$ cat src/rtl/bba_pkg.sv
// Shared types, constants and node-summary helpers for the buddy block allocator.
// Depends on nothing; every rtl file imports it.
`timescale 1ns / 1ps

package bba_pkg;

  localparam int TOTAL_BLOCKS_LOG2_DEF = 10;
  localparam int MAX_ALLOC_LOG2_DEF    = 6;

  localparam logic [3:0] BS_RESET = 4'd4;
  localparam logic [3:0] BS_MIN   = 4'd2;
  localparam logic [3:0] BS_MAX   = 4'd12;

  localparam logic CMD_ALLOC = 1'b0;
  localparam logic CMD_FREE  = 1'b1;

  // Node summary codes
  localparam logic [4:0] NODE_FREE    = 5'h00;
  localparam logic [4:0] NODE_USED    = 5'h02;
  localparam logic [4:0] NODE_FRAG    = 5'h03;
  localparam logic [4:0] NODE_PARTIAL = 5'h10;

  typedef enum logic [2:0] {
    ERR_NONE      = 3'd0,
    ERR_TOO_LARGE = 3'd1,
    ERR_NO_SPACE  = 3'd2,
    ERR_RANGE     = 3'd3,
    ERR_MISALIGN  = 3'd4,
    ERR_NOT_START = 3'd5,
    ERR_NOT_ALLOC = 3'd6
  } err_t;

  typedef enum logic [4:0] {
    OP_NONE, OP_CLEAR, OP_LOAD, OP_KINC, OP_SCAN_INIT, OP_RD_ROOT, OP_SCAN_EVAL,
    OP_DESC_INIT, OP_RD_NODE, OP_RD_LEFT, OP_RD_RIGHT, OP_WR_LFREE, OP_WR_RFREE,
    OP_PICK, OP_WR_USED, OP_UP, OP_WR_REFRESH, OP_FREE_INIT, OP_F_DESC,
    OP_WR_FREE, OP_ERR, OP_EMIT
  } dp_op_t;

  typedef enum logic [4:0] {
    S_CLEAR, S_IDLE, S_SIZE, S_SCAN_RD, S_SCAN_EV, S_A_NODE, S_A_SPLIT, S_A_WRR,
    S_A_RDR, S_A_PICK, S_UP_CHK, S_UP_RDL, S_UP_RDR, S_UP_WR, S_F_CHK, S_F_NODE,
    S_F_EVAL, S_DONE
  } ctrl_state_t;

  typedef struct packed {
    dp_op_t op;
    err_t   err;
  } dp_cmd_t;

  typedef struct packed {
    logic clr_last;
    logic k_over;
    logic k_more;
    logic scan_done;
    logic best_valid;
    logic at_target;
    logic node_free;
    logic node_used;
    logic level_zero;
    logic start_bad;
    logic at_top;
    logic range_err;
    logic align_err;
    logic out_busy;
  } dp_status_t;

  // Largest free block as log2 plus an exists flag
  typedef struct packed {
    logic       ex;
    logic [4:0] lg;
  } lfb_t;

  function automatic lfb_t lfb_of(logic [4:0] v, logic [4:0] level);
    lfb_t f;
    f = '0;
    if (v[4]) begin
      f.ex = 1'b1;
      f.lg = {1'b0, v[3:0]};
    end else if (v == NODE_FREE) begin
      f.ex = 1'b1;
      f.lg = level;
    end
    return f;
  endfunction

  function automatic logic lfb_le(lfb_t a, lfb_t b);
    return !a.ex || (b.ex && (a.lg <= b.lg));
  endfunction

  function automatic logic lfb_fits(lfb_t a, logic [4:0] k);
    return a.ex && (a.lg >= k);
  endfunction

  function automatic logic [4:0] refresh_code(lfb_t l, lfb_t r);
    lfb_t m;
    m = lfb_le(l, r) ? r : l;
    if (!m.ex) return NODE_FRAG;
    return NODE_PARTIAL | {1'b0, m.lg[3:0]};
  endfunction

endpackage

$ cat src/rtl/bba_ctrl.sv
// Sequencer for the buddy block allocator: one state machine issuing datapath commands.
// Depends on bba_pkg.
`timescale 1ns / 1ps

module bba_ctrl (
  input  logic               clk,
  input  logic               rst_n,
  input  logic               in_valid,
  output logic               in_ready,
  input  logic               in_command,
  input  bba_pkg::dp_status_t st,
  output bba_pkg::dp_cmd_t    cmd
);
  import bba_pkg::*;

  ctrl_state_t state_r, state_nxt;

  always_ff @(posedge clk) begin
    if (!rst_n) begin
      state_r <= S_CLEAR;
    end else begin
      state_r <= state_nxt;
    end
  end

  always_comb begin
    state_nxt = state_r;
    cmd       = '{op: OP_NONE, err: ERR_NONE};
    in_ready  = 1'b0;
    case (state_r)
      S_CLEAR: begin
        cmd.op = OP_CLEAR;
        if (st.clr_last) state_nxt = S_IDLE;
      end
      S_IDLE: begin
        in_ready = 1'b1;
        if (in_valid) begin
          cmd.op    = OP_LOAD;
          state_nxt = (in_command == CMD_FREE) ? S_F_CHK : S_SIZE;
        end
      end
      S_SIZE: begin
        if (st.k_over) begin
          cmd = '{op: OP_ERR, err: ERR_TOO_LARGE};
          state_nxt = S_DONE;
        end else if (st.k_more) begin
          cmd.op = OP_KINC;
        end else begin
          cmd.op    = OP_SCAN_INIT;
          state_nxt = S_SCAN_RD;
        end
      end
      S_SCAN_RD: begin
        if (st.scan_done) begin
          if (st.best_valid) begin
            cmd.op    = OP_DESC_INIT;
            state_nxt = S_A_NODE;
          end else begin
            cmd = '{op: OP_ERR, err: ERR_NO_SPACE};
            state_nxt = S_DONE;
          end
        end else begin
          cmd.op    = OP_RD_ROOT;
          state_nxt = S_SCAN_EV;
        end
      end
      S_SCAN_EV: begin
        cmd.op    = OP_SCAN_EVAL;
        state_nxt = S_SCAN_RD;
      end
      S_A_NODE: begin
        if (st.at_target) begin
          cmd.op    = OP_WR_USED;
          state_nxt = S_UP_CHK;
        end else begin
          cmd.op    = OP_RD_NODE;
          state_nxt = S_A_SPLIT;
        end
      end
      S_A_SPLIT: begin
        if (st.node_free) begin
          cmd.op    = OP_WR_LFREE;
          state_nxt = S_A_WRR;
        end else begin
          cmd.op    = OP_RD_LEFT;
          state_nxt = S_A_RDR;
        end
      end
      S_A_WRR: begin
        cmd.op    = OP_WR_RFREE;
        state_nxt = S_A_NODE;
      end
      S_A_RDR: begin
        cmd.op    = OP_RD_RIGHT;
        state_nxt = S_A_PICK;
      end
      S_A_PICK: begin
        cmd.op    = OP_PICK;
        state_nxt = S_A_NODE;
      end
      S_UP_CHK: begin
        if (st.at_top) begin
          state_nxt = S_DONE;
        end else begin
          cmd.op    = OP_UP;
          state_nxt = S_UP_RDL;
        end
      end
      S_UP_RDL: begin
        cmd.op    = OP_RD_LEFT;
        state_nxt = S_UP_RDR;
      end
      S_UP_RDR: begin
        cmd.op    = OP_RD_RIGHT;
        state_nxt = S_UP_WR;
      end
      S_UP_WR: begin
        cmd.op    = OP_WR_REFRESH;
        state_nxt = S_UP_CHK;
      end
      S_F_CHK: begin
        if (st.range_err) begin
          cmd = '{op: OP_ERR, err: ERR_RANGE};
          state_nxt = S_DONE;
        end else if (st.align_err) begin
          cmd = '{op: OP_ERR, err: ERR_MISALIGN};
          state_nxt = S_DONE;
        end else begin
          cmd.op    = OP_FREE_INIT;
          state_nxt = S_F_NODE;
        end
      end
      S_F_NODE: begin
        cmd.op    = OP_RD_NODE;
        state_nxt = S_F_EVAL;
      end
      S_F_EVAL: begin
        if (st.node_used) begin
          if (st.start_bad) begin
            cmd = '{op: OP_ERR, err: ERR_NOT_START};
            state_nxt = S_DONE;
          end else begin
            cmd.op    = OP_WR_FREE;
            state_nxt = S_UP_CHK;
          end
        end else if (st.node_free || st.level_zero) begin
          cmd = '{op: OP_ERR, err: ERR_NOT_ALLOC};
          state_nxt = S_DONE;
        end else begin
          cmd.op    = OP_F_DESC;
          state_nxt = S_F_NODE;
        end
      end
      S_DONE: begin
        if (!st.out_busy) begin
          cmd.op    = OP_EMIT;
          state_nxt = S_IDLE;
        end
      end
      default: begin
        state_nxt = S_IDLE;
      end
    endcase
  end

endmodule

$ cat config.mk
export PLATFORM = sky130hd
export DESIGN_NAME = bba_ctrl
export DESIGN_NICKNAME = d
export VERILOG_FILES = /design/src/rtl/bba_pkg.sv /design/src/rtl/bba_ctrl.sv
export SDC_FILE = /design/constraint.sdc
export NUM_CORES = 1
export LEC_CHECK = 0
export ABC_AREA = 1
export BUFFER_PORTS_ARGS = -buffer_cell sky130_fd_sc_hd__buf_2
export CAP_MARGIN = 20
export CORE_MARGIN = 5
export CORE_UTILIZATION = 41
export DETAILED_ROUTE_END_ITERATION = 10
export GPL_TIMING_DRIVEN = 0
export PLACE_DENSITY = 0.77
export SLEW_MARGIN = 0
export SYNTH_ARGS = -nofsm -noshare
export SYNTH_HDL_FRONTEND = slang
export SYNTH_SLANG_ARGS = --single-unit
$ cat constraint.sdc
create_clock -name clk -period 1.35 [get_ports clk]
set_input_delay 0.27 -clock clk [delete_from_list [all_inputs] [get_ports clk]]
set_output_delay 0.27 -clock clk [all_outputs]
set_load 0.01 [all_outputs]
==> reports/metrics.cfg <==
[cells_and_area]
final_nets=245
largest_register_ffs=5
final_area_um2=1510
top_regs=state_r (5)
synthToLayoutAreaGrowth_pct=66.9
top_register=state_r
drive_gt1_frac=0.496
diodes=0

[die]
die_h_um=57.0
die_x_um=57.0
die_area_um2=3250
ios=27
initial_core_util=0.421
row_count=17
coreArea_um2=2150

[logic_synthesis]
ys_seq_area_frac=0.111
synth.distinct_cells=22
yosys-top-cells-area=nand2_1 19%, nor2_1 14%, nand3_1 14%
ys_ff_latch=5
syn_inst=178
syn-cell-area_um2=905
mappedNetlistNets=196
synth_top_area_frac=0.191
yosysTopAreaCell=nand2_1
ys_warn_count=0
syn-mean-instance-area_um2=5.08

[clock_tree]
cts_htree_levels=1
clock_sinks=5
root_buffer=clkbuf_4
cts_tree=built
clock_path_buffers=2
worstSkewPairLatency_ps=240
numCtsBuffers=3
clk_pin_slew_ps=40
cts_hold_buf=0

[grt]
grt_pass1_wl_mm=5.46
grtUsageTotal=0.209
antenna_found_initial=0
overflow=0
busiest_layer=met2
grt_start_max_net_pins=11
gr-usage-met2=0.365
grt_use_met3=0.0339
met1_usage=0.261
grt_pass1_vias=1260

[status]
violations=negative setup slack
outcome=finished with violations

[routing]
dr.pass1.iters=4
wirelength_mm=3.81
wl_per_cell_um=15.0
final_antenna_net_count=0
via_count=1432
drt_iter0_markers=86
drc=0
vias_per_cell=5.64

[place]
place.gp.congestion=1.00
io_buffers=26
placed_cell_area_um2=1080
dp_hpwl_mm=2.38

[sta]
setup_slack_ps=-453
maxSlewHeadroom=0.705
setup_viol=14
slew_viol_final=0
finalCritPeriodShare=1.34
tightest_slew_ps=440
timing.fmax_ghz=0.555
min_period_ps=1800
rsz0062_at_grt=yes
hold_viol_final=0
fin_skew_ps=1.54

[pwr]
ir_drop_mv=1.46
total_power_uw=2590
p_leak_uw=0.000787
p_per_area_nw_per_um2=1720

[setup_path]
arrival_ps=1920
setup.worst_path.class=reg -> reg
worstSetupEndpointType=flop
reg2reg_from=state_r[3]
path_cells=nor2_4 > buf_6 > nand2_4 > nor2_1 > inv_1 > buf_4 > buf_4 > buf_4 > o21ai_4 > nor2_2 > nand2_1 > a21oi_1
cp.required_ps=1470
reg2reg_depth=12
start_kind=flop
critical-path-max-stage-delay_ps=370
crit_top_cell=buf_4
crit_start=state_r[3]
slowest_stage=dfxtp_4
worstPathMaxFanout=6

[min_path]
hold_path.class=in -> reg
min_path_cells=3
min_from=rst_n

[flow_run]
maxCapViolCount=0

==> stage by stage <==
step | hold WS (ps) | setup WS (ps) | utilization | TNS, ps | std cells
2_1_floorplan | 368 | -76.2 | - | -175 | 178
3_3_place_gp | 482 | -352 | 0.505 | -2670 | 232
3_5_place_dp | 501 | -351 | 0.505 | -2560 | 232
4_1_cts | 250 | -441 | 0.603 | -3750 | 247
5_1_grt | 259 | -528 | 0.703 | -6120 | 254
6_report | 257 | -453 | 0.703 | -5090 | 254
==> placed cells by master, fill, tap and decap left out, types with 3 or more instances in the layout <==
cell type,n
nand2_1,34
buf_2,25
nor2_1,23
nand3_1,21
inv_1,17
buf_4,17
nor2_4,13
nand2_2,9
nor2_2,7
nand2_4,6
inv_2,5
nor3_2,5
dfxtp_4,5
a21oi_1,4
o21ai_0,4
inv_4,3
buf_6,3
nand3_4,3
nand3_2,3
nand4_1,3
clkbuf_4,3
==> critical path: cells and delay by family, from the launching register on <==
kind	cells	cell delay, ps
simple gates	5	470
compound gates	2	210
buf+inv	5	640
flops	1	370
==> synthesized netlist by cell type <==
cell type and n:
inv_2 6, o211ai_1 1, nand4_1 3, nand3_2 2
buf_4 2, a21oi_1 5, nor3_1 7, nor2_1 34
o22ai_1 1, nand3_1 25, o31ai_1 2, nand2_2 3
nand2_1 46, inv_1 19, a211oi_1 1, dfxtp_1 5
nor2_4 4, a31oi_1 1, o21ai_1 1, o2111ai_1 1
o21ai_0 4, nor2_2 5
==> worst paths after layout <==
kind	end	slack, ps
setup reg to reg	state_r[1]	-450
setup / recovery	state_r[1]	-450
hold reg to reg	state_r[2]	900
hold / removal	state_r[4]	260
==> cell families (layout without fill, tap and decap cells) <==
family                 after synthesis  in the layout  share of synthesized area
buffers and inverters               27             75                      0.120
AO/OA/AOI/OAI                       17             17                      0.112
AND/OR/NAND/NOR                    129            129                      0.657
flip-flops                           5              5                      0.111
==> report_power, final <==
part	switching [µW]	total, µW	internal (µW)
registers	146	367	221
clock network	56.5	168	111
logic	1190	2060	866
==> per-layer routing <==
metal / share of wire / up-vias / routed length, µm
li1: - / 677 / -
met1: 0.35 / 641 / 1320
met2: 0.51 / 95 / 1940
met3: 0.10 / 19 / 388
met4: 0.042 / 0 / 159
met5: 0 / - / 0
==> cell type report <==
type | count | area [µm²]
inverter | 25 | 101
multi-input combinational | 146 | 922
timing repair buffer | 45 | 295
tap | 28 | 35.0
fill | 162 | 638
clock buffer | 4 | 26.3
sequential | 5 | 119
buffer | 1 | 11.3
==> timing repair <==
item                                    CTS  global route
pin swaps                                11            16
buffers inserted                         11             8
gates cloned                              0             0
endpoints found under the setup margin   14            14
gates resized for setup                  33            37
Power figures use the tool's default switching activity.
